## config.mk

```make
export PLATFORM = sky130hd
export DESIGN_NAME = motor_homing_jog_sequencer_top_flat
export DESIGN_NICKNAME = d
export VERILOG_FILES = /design/src/rtl/core/mhj_pkg.sv /design/src/rtl/core/mhj_if.sv /design/src/rtl/core/motor_homing_jog_sequencer_top.sv /design/src/rtl/core/mhj_cfg_regs.sv /design/src/rtl/core/mhj_seq.sv /design/src/flat_wrapper.sv
export SDC_FILE = /design/constraint.sdc
export NUM_CORES = 1
export LEC_CHECK = 0
export BUFFER_PORTS_ARGS = -buffer_cell sky130_fd_sc_hd__buf_2
export CELL_PAD_IN_SITES_DETAIL_PLACEMENT = 1
export CELL_PAD_IN_SITES_GLOBAL_PLACEMENT = 2
export CORE_ASPECT_RATIO = 0.7
export CORE_UTILIZATION = 45
export DETAILED_ROUTE_END_ITERATION = 16
export GPL_TIMING_DRIVEN = 0
export PLACE_DENSITY_LB_ADDON = 0.3
export SYNTH_ARGS = -nofsm -noshare
export SYNTH_HDL_FRONTEND = slang
export SYNTH_HIERARCHICAL = 1
export SYNTH_SLANG_ARGS = --single-unit
export TNS_END_PERCENT = 50
```

## constraint.sdc

```tcl
create_clock -name clk -period 6.3 [get_ports clk]
set_input_delay 0.315 -clock clk [delete_from_list [all_inputs] [get_ports clk]]
set_output_delay 0.315 -clock clk [all_outputs]
set_load 0.1 [all_outputs]
```

## src/rtl/core/mhj_pkg.sv

```systemverilog
`default_nettype none

package mhj_pkg;

    // Sequencer modes as reported on the result channel.
    typedef enum logic [2:0] {
        MODE_START = 3'd0,
        MODE_IDLE  = 3'd1,
        MODE_HOME  = 3'd2,
        MODE_FWD   = 3'd3,
        MODE_REV   = 3'd4,
        MODE_AUTO  = 3'd5
    } mode_t;

    // Command codes; codes six and seven are unknown.
    localparam logic [2:0] CMD_NONE = 3'd0;
    localparam logic [2:0] CMD_HOME = 3'd1;
    localparam logic [2:0] CMD_FWD  = 3'd2;
    localparam logic [2:0] CMD_REV  = 3'd3;
    localparam logic [2:0] CMD_AUTO = 3'd4;
    localparam logic [2:0] CMD_STOP = 3'd5;

    // Configuration register indexes.
    localparam int unsigned CFG_IDX_W = 3;
    localparam logic [CFG_IDX_W-1:0] REG_HOMING_SPEED   = 3'd0;
    localparam logic [CFG_IDX_W-1:0] REG_FWD_JOG_SPEED  = 3'd1;
    localparam logic [CFG_IDX_W-1:0] REG_REV_JOG_SPEED  = 3'd2;
    localparam logic [CFG_IDX_W-1:0] REG_AUTO_SPEED     = 3'd3;
    localparam logic [CFG_IDX_W-1:0] REG_AUTO_SETPOINT  = 3'd4;
    localparam logic [CFG_IDX_W-1:0] REG_HOMING_LIMIT   = 3'd5;
    localparam logic [CFG_IDX_W-1:0] REG_FWD_LIMIT      = 3'd6;
    localparam logic [CFG_IDX_W-1:0] REG_AUTO_LIMIT     = 3'd7;

    localparam int unsigned CFG_DATA_W = 32;

    // Reset values of the configuration registers, and the tick counter ceiling.
    localparam logic signed [31:0] AUTO_SETPOINT_RESET = 32'sd655360;
    localparam logic [15:0]        LIMIT_TICKS_RESET   = 16'd100;
    localparam logic [15:0]        TICK_MAX            = 16'hFFFF;

    // Current register file contents.
    typedef struct packed {
        logic signed [15:0] homing_speed;
        logic signed [15:0] forward_jog_speed;
        logic signed [15:0] reverse_jog_speed;
        logic signed [15:0] auto_speed;
        logic signed [31:0] auto_setpoint;
        logic        [15:0] homing_limit_ticks;
        logic        [15:0] forward_limit_ticks;
        logic        [15:0] auto_limit_ticks;
    } cfg_t;

    // One control tick.
    typedef struct packed {
        logic               new_command;
        logic        [2:0]  command;
        logic               limit_switch;
        logic signed [31:0] position;
    } tick_t;

    // One result item.
    typedef struct packed {
        logic signed [15:0] drive;
        logic               brake;
        logic               zero_position;
        logic        [2:0]  mode;
        logic               bad_command;
    } result_t;

endpackage

`default_nettype wire

```

## src/rtl/core/mhj_if.sv

```systemverilog
`default_nettype none

// Control tick channel.
interface mhj_in_if;
    logic               valid;
    logic               ready;
    logic               new_command;
    logic        [2:0]  command;
    logic               limit_switch;
    logic signed [31:0] position;

    modport source (output valid, new_command, command, limit_switch, position,
                    input ready);
    modport sink   (input valid, new_command, command, limit_switch, position,
                    output ready);
endinterface

// Result channel.
interface mhj_out_if;
    logic               valid;
    logic               ready;
    logic signed [15:0] drive;
    logic               brake;
    logic               zero_position;
    logic        [2:0]  mode;
    logic               bad_command;

    modport source (output valid, drive, brake, zero_position, mode, bad_command,
                    input ready);
    modport sink   (input valid, drive, brake, zero_position, mode, bad_command,
                    output ready);
endinterface

// Configuration write channel.
interface mhj_cfg_if;
    logic        valid;
    logic        ready;
    logic [2:0]  reg_index;
    logic [31:0] wdata;

    modport source (output valid, reg_index, wdata, input ready);
    modport sink   (input valid, reg_index, wdata, output ready);
endinterface

`default_nettype wire

```

## src/rtl/core/motor_homing_jog_sequencer_top.sv

```systemverilog
`default_nettype none

// Channel   Role    Payload
// in_ch     sink    new_command, command, limit_switch, position
// out_ch    source  drive, brake, zero_position, mode, bad_command
// cfg_ch    sink    reg_index, wdata (always ready)
//
// One tick is accepted per cycle unless the input stalls; its result is offered on out_ch
// after passing through the tick register and then the result register.
// The sequencer state is computed by combinational compare and select logic.
// Reset brings the sequencer to start mode with brake on and the config registers at defaults.
// A stalled result holds its register; the tick register keeps filling, and input
// stalls once both registers hold a transaction.

module motor_homing_jog_sequencer_top #(
    parameter int unsigned REVERSE_LIMIT_TICKS = 100
) (
    input  wire logic  clk,
    input  wire logic  rst_n,
    mhj_in_if.sink     in_ch,
    mhj_out_if.source  out_ch,
    mhj_cfg_if.sink    cfg_ch
);
    import mhj_pkg::*;

    cfg_t    cfg;
    tick_t   tick_reg;
    logic    tick_valid_reg;
    result_t result;
    result_t out_reg;
    logic    out_valid_reg;
    logic    out_free;
    logic    advance;

    // Configuration register file.
    assign cfg_ch.ready = 1'b1;

    mhj_cfg_regs u_cfg (
        .clk      (clk),
        .rst_n    (rst_n),
        .wr_en    (cfg_ch.valid),
        .wr_index (cfg_ch.reg_index),
        .wr_data  (cfg_ch.wdata),
        .cfg      (cfg)
    );

    // Pipeline flow control.
    assign out_free    = !out_valid_reg || out_ch.ready;
    assign advance     = tick_valid_reg && out_free;
    assign in_ch.ready = !tick_valid_reg || out_free;

    // Tick register.
    always_ff @(posedge clk or negedge rst_n)
    begin
        if (!rst_n)
        begin
            tick_valid_reg <= 1'b0;
        end
        else if (in_ch.ready)
        begin
            tick_valid_reg <= in_ch.valid;
        end
    end

    always_ff @(posedge clk)
    begin
        if (in_ch.valid && in_ch.ready)
        begin
            tick_reg.new_command  <= in_ch.new_command;
            tick_reg.command      <= in_ch.command;
            tick_reg.limit_switch <= in_ch.limit_switch;
            tick_reg.position     <= in_ch.position;
        end
    end

    // Sequencer.
    mhj_seq #(
        .REVERSE_LIMIT_TICKS (REVERSE_LIMIT_TICKS)
    ) u_seq (
        .clk    (clk),
        .rst_n  (rst_n),
        .cfg    (cfg),
        .step   (advance),
        .tick   (tick_reg),
        .result (result)
    );

    // Result register.
    always_ff @(posedge clk or negedge rst_n)
    begin
        if (!rst_n)
        begin
            out_valid_reg <= 1'b0;
        end
        else if (out_free)
        begin
            out_valid_reg <= tick_valid_reg;
        end
    end

    always_ff @(posedge clk)
    begin
        if (advance)
        begin
            out_reg <= result;
        end
    end

    assign out_ch.valid         = out_valid_reg;
    assign out_ch.drive         = out_reg.drive;
    assign out_ch.brake         = out_reg.brake;
    assign out_ch.zero_position = out_reg.zero_position;
    assign out_ch.mode          = out_reg.mode;
    assign out_ch.bad_command   = out_reg.bad_command;

`ifndef SYNTHESIS
    // Homing ends in idle, so the strobe only comes with idle mode.
    a_zero_in_idle: assert property (@(posedge clk) disable iff (!rst_n)
        out_valid_reg && out_reg.zero_position |-> out_reg.mode == MODE_IDLE)
        else $error("zero_position outside idle");

    // An unknown command is only reported while idle.
    a_bad_in_idle: assert property (@(posedge clk) disable iff (!rst_n)
        out_valid_reg && out_reg.bad_command |-> out_reg.mode == MODE_IDLE)
        else $error("bad_command outside idle");

    // Brake is only applied with zero drive.
    a_brake_zero_drive: assert property (@(posedge clk) disable iff (!rst_n)
        out_valid_reg && out_reg.brake |-> out_reg.drive == 16'sd0)
        else $error("brake with nonzero drive");

    // A tick moved into the sequencer shows up in the result register next cycle.
    a_advance_fills_out: assert property (@(posedge clk) disable iff (!rst_n)
        advance |=> out_valid_reg)
        else $error("result lost after advance");
`endif

endmodule

`default_nettype wire

```

## src/rtl/core/mhj_cfg_regs.sv

```systemverilog
`default_nettype none

module mhj_cfg_regs (
    input  wire logic                            clk,
    input  wire logic                            rst_n,
    input  wire logic                            wr_en,
    input  wire logic [mhj_pkg::CFG_IDX_W-1:0]   wr_index,
    input  wire logic [mhj_pkg::CFG_DATA_W-1:0]  wr_data,
    output mhj_pkg::cfg_t                        cfg
);
    import mhj_pkg::*;

    cfg_t cfg_reg;

    // Register file write decode.
    always_ff @(posedge clk or negedge rst_n)
    begin
        if (!rst_n)
        begin
            cfg_reg.homing_speed        <= '0;
            cfg_reg.forward_jog_speed   <= '0;
            cfg_reg.reverse_jog_speed   <= '0;
            cfg_reg.auto_speed          <= '0;
            cfg_reg.auto_setpoint       <= AUTO_SETPOINT_RESET;
            cfg_reg.homing_limit_ticks  <= LIMIT_TICKS_RESET;
            cfg_reg.forward_limit_ticks <= LIMIT_TICKS_RESET;
            cfg_reg.auto_limit_ticks    <= LIMIT_TICKS_RESET;
        end
        else if (wr_en)
        begin
            unique case (wr_index)
                REG_HOMING_SPEED:  cfg_reg.homing_speed        <= wr_data[15:0];
                REG_FWD_JOG_SPEED: cfg_reg.forward_jog_speed   <= wr_data[15:0];
                REG_REV_JOG_SPEED: cfg_reg.reverse_jog_speed   <= wr_data[15:0];
                REG_AUTO_SPEED:    cfg_reg.auto_speed          <= wr_data[15:0];
                REG_AUTO_SETPOINT: cfg_reg.auto_setpoint       <= wr_data[31:0];
                REG_HOMING_LIMIT:  cfg_reg.homing_limit_ticks  <= wr_data[15:0];
                REG_FWD_LIMIT:     cfg_reg.forward_limit_ticks <= wr_data[15:0];
                REG_AUTO_LIMIT:    cfg_reg.auto_limit_ticks    <= wr_data[15:0];
                default:           cfg_reg <= cfg_reg;
            endcase
        end
    end

    assign cfg = cfg_reg;

endmodule

`default_nettype wire

```

## src/rtl/core/mhj_seq.sv

```systemverilog
`default_nettype none

module mhj_seq #(
    parameter int unsigned REVERSE_LIMIT_TICKS = 100
) (
    input  wire logic             clk,
    input  wire logic             rst_n,
    input  wire mhj_pkg::cfg_t    cfg,
    input  wire logic             step,
    input  wire mhj_pkg::tick_t   tick,
    output mhj_pkg::result_t      result
);
    import mhj_pkg::*;

    localparam logic [15:0] REV_LIMIT = 16'(REVERSE_LIMIT_TICKS);

    mode_t              mode_reg,    mode_next;
    logic        [2:0]  cmd_reg,     cmd_next;
    logic        [15:0] tick_reg,    tick_next;
    logic signed [15:0] drive_reg,   drive_next;
    logic               brake_reg,   brake_next;

    logic        [2:0]  cmd_cur;
    mode_t              mode_cur;
    logic        [15:0] tick_inc;
    logic        [15:0] tick_limit;
    logic               past_setpoint;
    logic               timed_out;
    logic               stop_cmd;
    logic               move_done;

    // Command latch and start-to-idle step happen before the mode decision.
    assign cmd_cur  = tick.new_command ? tick.command : cmd_reg;
    assign mode_cur = (mode_reg == MODE_START) ? MODE_IDLE : mode_reg;

    assign past_setpoint = tick.position >= cfg.auto_setpoint;
    assign stop_cmd      = cmd_cur == CMD_STOP;
    assign tick_inc      = (tick_reg == TICK_MAX) ? tick_reg : tick_reg + 16'd1;
    assign timed_out     = tick_inc >= tick_limit;

    // Timeout limit and exit condition of the current moving mode.
    always_comb
    begin
        tick_limit = cfg.auto_limit_ticks;
        move_done  = 1'b0;
        case (mode_cur)
            MODE_HOME:
            begin
                tick_limit = cfg.homing_limit_ticks;
                move_done  = tick.limit_switch || timed_out;
            end
            MODE_FWD:
            begin
                tick_limit = cfg.forward_limit_ticks;
                move_done  = stop_cmd || timed_out;
            end
            MODE_REV:
            begin
                tick_limit = REV_LIMIT;
                move_done  = stop_cmd || tick.limit_switch || timed_out;
            end
            MODE_AUTO:
            begin
                tick_limit = cfg.auto_limit_ticks;
                move_done  = past_setpoint || timed_out;
            end
            default:
            begin
                tick_limit = cfg.auto_limit_ticks;
                move_done  = 1'b0;
            end
        endcase
    end

    // Next state of the sequencer.
    always_comb
    begin
        mode_next  = mode_cur;
        cmd_next   = cmd_cur;
        tick_next  = tick_reg;
        drive_next = drive_reg;
        brake_next = brake_reg;
        unique case (mode_cur)
            MODE_IDLE:
            begin
                unique case (cmd_cur) inside
                    CMD_HOME:
                    begin
                        if (tick.limit_switch)
                        begin
                            cmd_next = CMD_NONE;
                        end
                        else
                        begin
                            mode_next  = MODE_HOME;
                            tick_next  = '0;
                            drive_next = cfg.homing_speed;
                            brake_next = 1'b0;
                        end
                    end
                    CMD_FWD:
                    begin
                        if (tick.limit_switch)
                        begin
                            cmd_next = CMD_NONE;
                        end
                        else
                        begin
                            mode_next  = MODE_FWD;
                            tick_next  = '0;
                            drive_next = cfg.forward_jog_speed;
                            brake_next = 1'b0;
                        end
                    end
                    CMD_REV:
                    begin
                        if (tick.limit_switch)
                        begin
                            cmd_next = CMD_NONE;
                        end
                        else
                        begin
                            mode_next  = MODE_REV;
                            tick_next  = '0;
                            drive_next = cfg.reverse_jog_speed;
                            brake_next = 1'b0;
                        end
                    end
                    CMD_AUTO:
                    begin
                        if (tick.limit_switch || past_setpoint)
                        begin
                            cmd_next = CMD_NONE;
                        end
                        else
                        begin
                            mode_next  = MODE_AUTO;
                            tick_next  = '0;
                            drive_next = cfg.auto_speed;
                            brake_next = 1'b0;
                        end
                    end
                    default:
                    begin
                        // None, stop and unknown codes leave everything as is.
                        cmd_next = cmd_cur;
                    end
                endcase
            end
            MODE_HOME, MODE_FWD, MODE_REV, MODE_AUTO:
            begin
                tick_next = tick_inc;
                if (move_done)
                begin
                    mode_next  = MODE_IDLE;
                    cmd_next   = CMD_NONE;
                    drive_next = '0;
                    brake_next = 1'b1;
                end
            end
            default:
            begin
                // Unreachable mode codes hold all state.
                mode_next = mode_cur;
            end
        endcase
    end

    // Result of the tick, taken after the update.
    always_comb
    begin
        result.drive         = drive_next;
        result.brake         = brake_next;
        result.mode          = mode_next;
        result.zero_position = (mode_cur == MODE_HOME) && move_done;
        result.bad_command   = (mode_cur == MODE_IDLE) &&
                               (cmd_cur != CMD_NONE) && (cmd_cur != CMD_HOME) &&
                               (cmd_cur != CMD_FWD)  && (cmd_cur != CMD_REV)  &&
                               (cmd_cur != CMD_AUTO) && (cmd_cur != CMD_STOP);
    end

    // State registers advance once per tick.
    always_ff @(posedge clk or negedge rst_n)
    begin
        if (!rst_n)
        begin
            mode_reg  <= MODE_START;
            cmd_reg   <= CMD_NONE;
            tick_reg  <= '0;
            drive_reg <= '0;
            brake_reg <= 1'b1;
        end
        else if (step)
        begin
            mode_reg  <= mode_next;
            cmd_reg   <= cmd_next;
            tick_reg  <= tick_next;
            drive_reg <= drive_next;
            brake_reg <= brake_next;
        end
    end

endmodule

`default_nettype wire
```

## src/flat_wrapper.sv

```systemverilog
// flat-port wrapper written by rule: the top's interface ports become plain ports
module motor_homing_jog_sequencer_top_flat import mhj_pkg::*;
#(
    parameter int unsigned REVERSE_LIMIT_TICKS = 100
)
  (clk, rst_n, in_ch_valid, in_ch_new_command, in_ch_command, in_ch_limit_switch, in_ch_position, in_ch_ready, out_ch_valid, out_ch_drive, out_ch_brake, out_ch_zero_position, out_ch_mode, out_ch_bad_command, out_ch_ready, cfg_ch_valid, cfg_ch_reg_index, cfg_ch_wdata, cfg_ch_ready);
  mhj_in_if in_ch_i ();
  mhj_out_if out_ch_i ();
  mhj_cfg_if cfg_ch_i ();
  input  wire logic clk;
  input  wire logic rst_n;
  input wire logic [$bits(in_ch_i.valid)-1:0] in_ch_valid;
  input wire logic [$bits(in_ch_i.new_command)-1:0] in_ch_new_command;
  input wire logic [$bits(in_ch_i.command)-1:0] in_ch_command;
  input wire logic [$bits(in_ch_i.limit_switch)-1:0] in_ch_limit_switch;
  input wire logic [$bits(in_ch_i.position)-1:0] in_ch_position;
  output wire logic [$bits(in_ch_i.ready)-1:0] in_ch_ready;
  output wire logic [$bits(out_ch_i.valid)-1:0] out_ch_valid;
  output wire logic [$bits(out_ch_i.drive)-1:0] out_ch_drive;
  output wire logic [$bits(out_ch_i.brake)-1:0] out_ch_brake;
  output wire logic [$bits(out_ch_i.zero_position)-1:0] out_ch_zero_position;
  output wire logic [$bits(out_ch_i.mode)-1:0] out_ch_mode;
  output wire logic [$bits(out_ch_i.bad_command)-1:0] out_ch_bad_command;
  input wire logic [$bits(out_ch_i.ready)-1:0] out_ch_ready;
  input wire logic [$bits(cfg_ch_i.valid)-1:0] cfg_ch_valid;
  input wire logic [$bits(cfg_ch_i.reg_index)-1:0] cfg_ch_reg_index;
  input wire logic [$bits(cfg_ch_i.wdata)-1:0] cfg_ch_wdata;
  output wire logic [$bits(cfg_ch_i.ready)-1:0] cfg_ch_ready;
  assign in_ch_i.valid = in_ch_valid;
  assign in_ch_i.new_command = in_ch_new_command;
  assign in_ch_i.command = in_ch_command;
  assign in_ch_i.limit_switch = in_ch_limit_switch;
  assign in_ch_i.position = in_ch_position;
  assign in_ch_ready = in_ch_i.ready;
  assign out_ch_valid = out_ch_i.valid;
  assign out_ch_drive = out_ch_i.drive;
  assign out_ch_brake = out_ch_i.brake;
  assign out_ch_zero_position = out_ch_i.zero_position;
  assign out_ch_mode = out_ch_i.mode;
  assign out_ch_bad_command = out_ch_i.bad_command;
  assign out_ch_i.ready = out_ch_ready;
  assign cfg_ch_i.valid = cfg_ch_valid;
  assign cfg_ch_i.reg_index = cfg_ch_reg_index;
  assign cfg_ch_i.wdata = cfg_ch_wdata;
  assign cfg_ch_ready = cfg_ch_i.ready;
  motor_homing_jog_sequencer_top #(.REVERSE_LIMIT_TICKS(REVERSE_LIMIT_TICKS)) u_core (.clk(clk), .rst_n(rst_n), .in_ch(in_ch_i), .out_ch(out_ch_i), .cfg_ch(cfg_ch_i));
endmodule
```

# After elaboration in Yosys (flattened, before gate mapping)

Index checks and enable logic that the tools add are counted.

Bits in registers: 244
Bits in latches: 0
Bits in writable memories: 0
Bits in read-only memories: 0
Input bits: 77
Logic and storage cells: 120
Memories: 0

Add/sub/neg operators: 1
$mul: 0
Div/mod/pow operators: 0
Magnitude comparators: 2
Eq/ne operators: 26
Shift operators: 0
Mux-type cells: 33
Bitwise operators: 0
Reductions and logical operators: 34

Operators by type and width:

| cell                                                                   | number |
|---|---|
| 16-bit two-way mux                                                     | 8 |
| 16-bit case mux with 2 select lines                                    | 3 |
| 16-bit case mux with 4 select lines                                    | 1 |
| 16-bit case mux with 3 select lines                                    | 1 |
| 32-bit greater-or-equal comparator                                     | 1 |
| 3-bit two-way mux                                                      | 10 |
| 3-bit equality test (second input constant)                            | 8 |
| 3-bit by 2-bit equality test with 1-bit output (second input constant) | 6 |
| 3-bit case mux with 2 select lines                                     | 3 |
| 16-bit by 1-bit adder with 16-bit output (second input constant)       | 1 |
| 16-bit equality test (second input constant)                           | 1 |
| 16-bit greater-or-equal comparator                                     | 1 |
| 2-bit AND reduction                                                    | 8 |
| 3-bit != test (second input constant)                                  | 5 |
| 3-bit case mux with 4 select lines                                     | 1 |
| 3-bit by 1-bit equality test with 1-bit output (second input constant) | 3 |
| 1-bit logical AND                                                      | 9 |
| 1-bit logical OR                                                       | 8 |
| 3-bit zero test                                                        | 2 |
| 3-bit by 2-bit != test with 1-bit output (second input constant)       | 2 |
| 5-bit AND reduction                                                    | 1 |
| 1-bit case mux with 2 select lines                                     | 2 |
| 1-bit case mux with 4 select lines                                     | 1 |
| 4-bit OR reduction                                                     | 1 |
| other kinds (6)                                                        | 9 |

# Depth between registers and ports, before layout

Gate-level depths: netlist of run 1.

Depth in word-level cells: 9
Gate-level depth with buffers: 19

# By module

Netlist of run 1, hierarchy kept.

By module, submodules not included:

| module                         | times used | cells an instance | area each (um^2) |
|---|---|---|---|
| mhj_cfg_regs                   | 1          | 313               | 5,531.6 |
| mhj_seq                        | 1          | 610               | 4,863.4 |
| motor_homing_jog_sequencer_top | 1          | 69                | 1,886.8 |

# Worst setup path before layout of run 1

Ideal clock, no wire load.

Kind: register to register
Start: register u_core.u_seq.tick_reg[0]
End: register u_core.out_reg (netlist bit u_core/out_ch.drive[10]) (data pin)
Library setup time: 0.261 ns
Arrival time: 3.866 ns
Setup slack: 2.173 ns
Cell stages (with the launch flop): 17
Path through: dfrtp_1 ha_1 and3_1 and3_1 clkbuf_1 and4_1 nand2b_1 clkbuf_1 nand4_1 xnor2_1 ha_1 nand4_1 or4_1 a41oi_2 o21a_2 o211ai_4 a221o_1

RTL lines:

| element                | line                                  | source |
|---|---|---|
| from (decl)            | mhj_seq.sv:19                         | `logic [15:0] tick_reg, tick_next;` |
| from (signal assigned) | mhj_seq.sv:197                        | `tick_reg <= tick_next;` |
| to (signal assigned)   | motor_homing_jog_sequencer_top.sv:105 | `out_reg <= result;` |
| to (decl)              | motor_homing_jog_sequencer_top.sv:30  | `result_t out_reg;` |

# Final worst setup path of run 1

Start: register u_core.u_seq.mode_reg[0]
End: register u_core.u_seq.drive_reg[8]

Cells in the longest elaborated chain, start to end: 9

RTL lines:

| element                                                                               | line                         | source |
|---|---|---|
| from (decl)                                                                           | mhj_seq.sv:17                | `mode_t mode_reg, mode_next;` |
| from (signal assigned)                                                                | mhj_seq.sv:195               | `mode_reg <= mode_next;` |
| 3-bit zero test                                                                       | mhj_seq.sv:34                | `assign mode_cur = (mode_reg == MODE_START) ? MODE_IDLE : mode_reg;` |
| 3-bit two-way mux *                                                                   | mhj_seq.sv:34                |  |
| 3-bit equality test or 3-bit by 2-bit equality test with 1-bit output (tied branches) | mhj_seq.sv:46, mhj_seq.sv:83 |  |
| 16-bit case mux with 3 select lines                                                   | mhj_seq.sv:46                | `case (mode_cur)` |
| 16-bit greater-or-equal comparator                                                    | mhj_seq.sv:39                | `assign timed_out = tick_inc >= tick_limit;` |
| 1-bit logical OR (on tied branches)                                                   | --                           |  |
| 1-bit case mux with 4 select lines                                                    | mhj_seq.sv:46                |  |
| 16-bit two-way mux                                                                    | mhj_seq.sv:153               | `if (move_done)` |
| 16-bit case mux with 2 select lines *                                                 | mhj_seq.sv:83                | `unique case (mode_cur)` |
| to (signal assigned)                                                                  | mhj_seq.sv:198               | `drive_reg <= drive_next;` |
| to (decl)                                                                             | mhj_seq.sv:20                | `logic signed [15:0] drive_reg, drive_next;` |

Every way passes the cells marked *; elsewhere a longest branch is shown, timed or not.
A chain may end at the register's enable or synchronous reset.

==> flow_summary_export.csv, run 1 <==
group,metric,value,unit
clock_tree,htree_levels,1,
sta,finalSetupTns,0,ps
power,total_power,6.09,mW
sta,layout_setup_ws,1280,ps
routing,drt-pass1-iter-count,5,
power,ir_drop,0.000228,V
sta,finalCritPeriodShare,79.7,%
global_route,grt-busiest-layer,"met1",
worst_setup_path,path_max_fanout,10,
sta,clock.fmax,199,MHz
sta,setup_viol,0,
min_path,hp-class,"in2reg",
min_path,hold_end,"u_core/u_cfg/cfg[79]$_DFFE_PN0P_",
place,portBuffers,96,
global_route,use_met1,38.8,%
synth,syn-cell-area,12300,um2
clock_tree,postCtsSetupBuffers,0,
routing,drtIter0Drc,511,
routing,ant_nets,0,
worst_setup_path,worst_ep_arrival_time,5450,ps
floorplan,pin_count,102,
worst_setup_path,crit_required,6720,ps
global_route,grt_use_total,25.5,%
finish,final_common_cell,"dfrtp_1",
routing,routed_wl,34.7,mm
worst_setup_path,r2r_cells,14,
finish,largest_reg_flops,144,
clock_tree,cts.sinks,244,
min_path,min_path_cells,2,
clock_tree,clk-insertion-delay-late,550,ps
finish,final_cells,1556,
global_route,grt_pass1_wl,54.2,mm
sta,skew,14.3,ps
sta,finalHoldViolations,0,
clock_tree,clockBufferDepth,3,
worst_setup_path,timing.rr.end,"u_core/u_seq/drive_reg[8]$_DFFE_PN0P_",
routing,drc,0,
synth,netlist_instances,992,
place,dp.cells,1453,
sta,hold-worst-slack,27.2,ps
power,power.density,414,nW/um2
finish,final_cell_mix,"173 x dfrtp_1, 140 x mux2_2, 108 x buf_2",
global_route,overflow,0,
finish,drive_above_1_share,30.0,%
place,post-place-ws,1410,ps
min_path,min_from,"cfg_ch_wdata[31]",
routing,wl_per_cell,22.3,um
synth,synth_edf_count,59,
floorplan,die_w,199,um
finish,nets,1296,
sta,tightest_slew,1100,ps
floorplan,start_util,45.9,%
clock_tree,cts_tree,"done",
worst_setup_path,end_kind,"flop",
run,cap_violations,0,
synth,ys_warn_count,6,
global_route,use_met2,37.9,%
synth,yosysSeqAreaShare,52.2,%
synth,synth_nets,1118,
synth,ys_types,79,
sta,drv_slew,0,
sta,slew-limit-headroom,27.0,%
global_route,grt_pass1_vias,9115,
place,gp_congestion,0.838,
clock_tree,cts_root_buf,"clkbuf_16",
floorplan,dieArea,28000,um2
synth,syn_avg_cell_area,12.4,um2
global_route,grt_max_degree,100,
floorplan,std_cell_rows,50,
global_route,antenna_found_initial,0,
synth,synth-async-reset-ratio,75.8,%
worst_setup_path,critPathKind,"reg2reg",
sta,period_minus_slack,5020,ps
floorplan,design.core.area,26800,um2
finish,area_growth,19.8,%
worst_setup_path,r2r_slack,1280,ps
routing,route.vias.total,8860,
synth,synthFlopType,"dfrtp_1",
clock_tree,cts_buffers,26,
power,p_leak,6.45,nW
global_route,met3_usage,4.62,%
sta,rsz0062_at_grt,"false",
clock_tree,clk_pin_slew,70,ps
routing,via_per_inst,5.69,
status,outcome,"complete, no violations",
place,hpwl,23.9,mm
floorplan,die_h,140,um
synth,synth_seq_cells,244,
worst_setup_path,start_kind,"flop",
worst_setup_path,r2r_start,"u_core/u_seq/mode_reg[0]$_DFFE_PN0P_",
==> synthesized netlist by cell type, drive strengths merged, types with 7 or more instances <==
| cell type | instances | share of area (%) |
|---|---|---|
| mux2 | 153 | 14 |
| dfstp | 12 | 2.6 |
| nor2 | 38 | 1.2 |
| o211ai | 10 | 0.76 |
| o21ai | 41 | 1.7 |
| edfxtp | 59 | 14 |
| nand2b | 11 | 0.56 |
| xnor2 | 12 | 0.86 |
| a21o | 8 | 0.49 |
| inv | 40 | 1.2 |
| a31oi | 21 | 1.1 |
| mux2i | 32 | 2.6 |
| dfrtp | 173 | 35 |
| clkbuf | 21 | 0.65 |
| ha | 49 | 5.0 |
| nor3 | 13 | 0.61 |
| a221o | 14 | 1.1 |
| a21oi | 58 | 2.4 |
| nand4 | 11 | 0.71 |
| nand3 | 10 | 0.41 |
| a311o | 7 | 0.57 |
| buf | 33 | 2.0 |
| nand2 | 68 | 2.1 |
| and2 | 7 | 0.38 |
| a32o | 12 | 0.98 |
| a22oi | 16 | 0.98 |
==> timing repair <==
| item | in CTS | in global routing |
|---|---|---|
| hold buffers | 53 | 0 |
| gates resized for setup | 0 | 0 |
| endpoints found under the hold margin | 132 | 0 |
| endpoints found under the setup margin | 0 | 0 |
==> critical path, cell delays in order (launching register included) <==
cell and delay [ps]:
dfrtp_1 410, buf_1 640, buf_1 780, mux2i_1 200, a31oi_1 200, o21ai_0 140, ha_1 320, nand2_1 50
o21ai_1 150, a31oi_1 140, or4_1 510, a41oi_2 370, o21a_2 290, o2111ai_2 250, a221o_1 430
==> metrics by stage <==
stage               cell area (um2)  utilization (%)
global placement              13200             49.4
detailed placement            13300             49.5
CTS                           14700             54.9
finish                        14700             55.0
floorplan                     12300                -
global route                  14700             54.9
==> kinds of logic after synthesis <==
group / share of synthesized area, %
flip-flops: 52.2
AO/OA/AOI/OAI: 12.9
multiplexers: 17.0
AND/OR/NAND/NOR: 8.01
buffers and inverters: 3.90
adder cells (fa/ha/maj): 4.99
XOR/XNOR: 0.988
other: 0.0305
==> area by class of cell <==
type,instances,area [um2]
clock buffer,40,827
sequential,244,6420
fill,2765,12100
timing repair buffer,150,1050
clock inverter,8,96.3
multi-input combinational,653,5390
inverter,41,154
buffer,54,325
tap,364,455
antenna,2,5.00
==> power by group <==
group	switching (mW)	total [mW]	internal, mW
Combinational	1.46	2.24	0.777
Sequential	0.212	2.22	2.01
Clock	0.639	1.62	0.986
==> routing by layer <==
metal,up-vias,wire length [um]
met5,-,0
met4,0,612
met3,45,1840
met2,202,15100
met1,4535,17100
li1,4078,-
==> worst max-delay path by stage <==
| stage | from | end | cells after the start |
|---|---|---|---|
| global placement | u_core/u_seq/mode_reg[0]$_DFFE_PN0P_ | u_core/u_seq/drive_reg[9]$_DFFE_PN0P_ | 14 |
| finish | u_core/u_seq/mode_reg[0]$_DFFE_PN0P_ | u_core/u_seq/drive_reg[8]$_DFFE_PN0P_ | 14 |
| floorplan | u_core/u_seq/tick_reg[0]$_DFFE_PN0P_ | u_core/out_ch.drive[10]$_DFFE_PP_ | 16 |
| detailed placement | u_core/u_seq/mode_reg[0]$_DFFE_PN0P_ | u_core/u_seq/drive_reg[6]$_DFFE_PN0P_ | 14 |
| global route | u_core/u_seq/mode_reg[0]$_DFFE_PN0P_ | u_core/u_seq/drive_reg[8]$_DFFE_PN0P_ | 12 |
| CTS | u_core/u_seq/mode_reg[0]$_DFFE_PN0P_ | u_core/u_seq/drive_reg[8]$_DFFE_PN0P_ | 14 |
(Power assumes the default switching activity.)
==> run 2: changes to the inputs <==
--- a/config.mk
+++ b/config.mk
@@ -9,7 +9,7 @@
 export CELL_PAD_IN_SITES_DETAIL_PLACEMENT = 1
 export CELL_PAD_IN_SITES_GLOBAL_PLACEMENT = 2
 export CORE_ASPECT_RATIO = 0.7
-export CORE_UTILIZATION = 45
+export CORE_UTILIZATION = 42
 export DETAILED_ROUTE_END_ITERATION = 16
 export GPL_TIMING_DRIVEN = 0
 export PLACE_DENSITY_LB_ADDON = 0.3
==> constraint.sdc (replaced) <==
create_clock -name clk -period 4.9 [get_ports clk]
set_input_delay 0.245 -clock clk [delete_from_list [all_inputs] [get_ports clk]]
set_output_delay 0.245 -clock clk [all_outputs]
set_load 0.1 [all_outputs]
==> run 2 against run 1 <==
  * The run now ends with design-rule violations left
  * Critical endpoint is now u_core/u_seq/drive_reg[9]$_DFFE_PN0P_
  * Via count is 0.38% lower
  * Non-clock buffer count increased by 3
  * First-iteration DRC count shrank 0.20%
  * Sequential cell count stayed put
==> flow_summary_export.csv, run 2 (same netlist as run 1, synthesis figures left out) <==
group,metric,value,unit
clock_tree,cts_root_buf,"clkbuf_16",
min_path,min_path_cells,2,
status,violations,"design-rule violations",
sta,skew,23.6,ps
worst_setup_path,path_max_fanout,7,
worst_setup_path,r2r_cells,16,
clock_tree,htree_levels,1,
routing,drt-pass1-iter-count,10,
worst_setup_path,cpLargestDelayFamily,"simple AND/OR/NAND/NOR gates",
clock_tree,cts_buffers,26,
run,cap_violations,0,
routing,ant_nets,0,
worst_setup_path,crit_buf_inv,1,
clock_tree,cts.sinks,244,
finish,final_common_cell,"dfrtp_1",
finish,area_growth,19.6,%
global_route,overflow,0,
worst_setup_path,worst_ep_arrival_time,5060,ps
finish,final_util,52.0,%
global_route,grt_max_degree,105,
routing,route.vias.total,8826,
sta,drv_slew,0,
finish,fin_area,14700,um2
sta,finalHoldViolations,0,
finish,fill_cells,2931,
worst_setup_path,timing.rr.end,"u_core/u_seq/drive_reg[9]$_DFFE_PN0P_",
min_path,min_from,"cfg_ch_wdata[2]",
worst_setup_path,cpPeakStageDelay,610,ps
clock_tree,clockBufferDepth,3,
floorplan,die_w,206,um
power,power.density,525,nW/um2
place,portBuffers,96,
global_route,antenna_found_initial,2,
routing,via_per_inst,5.64,
status,outcome,"finished with violations",
finish,diodes,0,
clock_tree,clk_pin_slew,70,ps
sta,clock.fmax,215,MHz
finish,final_cell_mix,"173 x dfrtp_1, 140 x mux2_2, 108 x buf_2",
worst_setup_path,critPathKind,"reg2reg",
sta,rsz0062_at_grt,"false",
power,p_leak,6.43,nW
power,p_seq_share,37.0,%
power,total_power,7.72,mW
sta,setup_viol,0,
clock_tree,cts_tree,"done",
power,p_int,4.72,mW
global_route,grt_use_total,24.0,%
floorplan,dieArea,29900,um2
routing,wl_per_cell,22.4,um
sta,slew-limit-headroom,23.2,%
routing,routed_wl,35.1,mm
sta,period_minus_slack,4640,ps
floorplan,pin_count,102,
power,p_sw,3.00,mW
floorplan,design.core.area,28300,um2
routing,drc,15,
global_route,grt_pass1_vias,9278,
worst_setup_path,r2r_slack,260,ps
sta,hold-worst-slack,110,ps
floorplan,die_h,145,um
routing,drtIter0Drc,510,
worst_setup_path,crit_required,5320,ps
worst_setup_path,crit_slowest_cell,"or4_1",
power,clkPwrFrac,25.8,%
finish,drive_above_1_share,30.0,%
floorplan,std_cell_rows,51,
finish,nets,1299,
global_route,grt_pass1_wl,55.0,mm
worst_setup_path,crit_path_cell_trace,"ha_1 -> and3_1 -> and3_1 -> clkbuf_1 -> nand4_1 -> nor2_2 -> nor2_1 -> nand4_1 -> xnor2_1 -> ha_1 -> nand4_1 -> or4_1 -> a41oi_2 -> o21a_2 -> o2111ai_2 -> a221o_1",
worst_setup_path,r2r_start,"u_core/u_seq/tick_reg[0]$_DFFE_PN0P_",
power,ir_drop,0.000275,V
power,p_sw_share,38.8,%
place,hpwl,24.2,mm
finish,largest_reg_flops,144,
floorplan,start_util,43.4,%
worst_setup_path,start_kind,"flop",
power,comb_power_share,37.2,%
clock_tree,postCtsSetupBuffers,0,
min_path,hp-class,"in2reg",
sta,finalSetupTns,0,ps
clock_tree,clk-insertion-delay-late,560,ps
worst_setup_path,crit_path_frequent_cell,"nand4_1",
place,gp_congestion,0.824,
min_path,hold_end,"u_core/u_cfg/cfg[50]$_DFFE_PN0P_",
sta,finalCritPeriodShare,94.7,%
place,placed_cell_area,13300,um2
sta,tightest_slew,1150,ps
worst_setup_path,end_kind,"flop",
run 2: worst max-delay path by stage:
stage                                         start                                     to  slack (ps)  cells after the start
3_5_place_dp   u_core/u_seq/mode_reg[0]$_DFFE_PN0P_  u_core/u_seq/drive_reg[8]$_DFFE_PN0P_         -20                     12
5_1_grt        u_core/u_seq/tick_reg[0]$_DFFE_PN0P_  u_core/u_seq/drive_reg[9]$_DFFE_PN0P_          30                     16
2_1_floorplan  u_core/u_seq/tick_reg[0]$_DFFE_PN0P_      u_core/out_ch.drive[10]$_DFFE_PP_         770                     16
6_report       u_core/u_seq/tick_reg[0]$_DFFE_PN0P_  u_core/u_seq/drive_reg[9]$_DFFE_PN0P_         260                     16
4_1_cts        u_core/u_seq/tick_reg[0]$_DFFE_PN0P_  u_core/u_seq/drive_reg[9]$_DFFE_PN0P_          40                     18
3_3_place_gp   u_core/u_seq/mode_reg[0]$_DFFE_PN0P_      u_core/out_ch.drive[10]$_DFFE_PP_          -5                     14
run 2: metrics by stage:
| step | setup slack [ps] | std cells |
|---|---|---|
| global route | 25.7 | 1564 |
| detailed placement | -17.0 | 1460 |
| global placement | -5.48 | 1459 |
| CTS | 45.0 | 1565 |
| finish | 259 | 1564 |
| floorplan | 773 | 992 |
run 2: power groups by stage:
stage | clock, mW | sequential, mW | combinational, mW
after CTS | 2.04 | 2.86 | 2.85
after detailed placement | 0 | 2.89 | 2.79
after global placement | 0 | 2.86 | 2.72
final | 1.99 | 2.86 | 2.87
after floorplan | 0 | 3.22 | 1.64
after global routing | 2.12 | 2.91 | 3.11
run 2: routing by layer:
| metal | GRT usage (%) | wire (um) | vias up |
|---|---|---|---|
| met2 | 35.2 | 15400 | 195 |
| met4 | 4.26 | 575 | 0 |
| met1 | 36.5 | 17200 | 4513 |
| li1 | - | - | 4075 |
| met3 | 4.96 | 1900 | 43 |
| met5 | 0 | 0 | - |
run 2: timing repair:
item | CTS | global route
endpoints found under the hold margin | 152 | 0
pin swaps | 0 | 0
endpoints found under the setup margin | 9 | 30
hold buffers | 57 | 0
resized for setup | 2 | 4
run 2: area by class of cell:
class	count	area [um2]	share of cell area [%]
plain buffers	53	330	2.25
clock buffers	34	712	4.85
clock inverters	14	138	0.937
inverters	41	154	1.05
multi-input cells	653	5390	36.7
flip-flops and latches	244	6420	43.7
well taps	371	464	3.16
repair buffers	154	1090	7.41
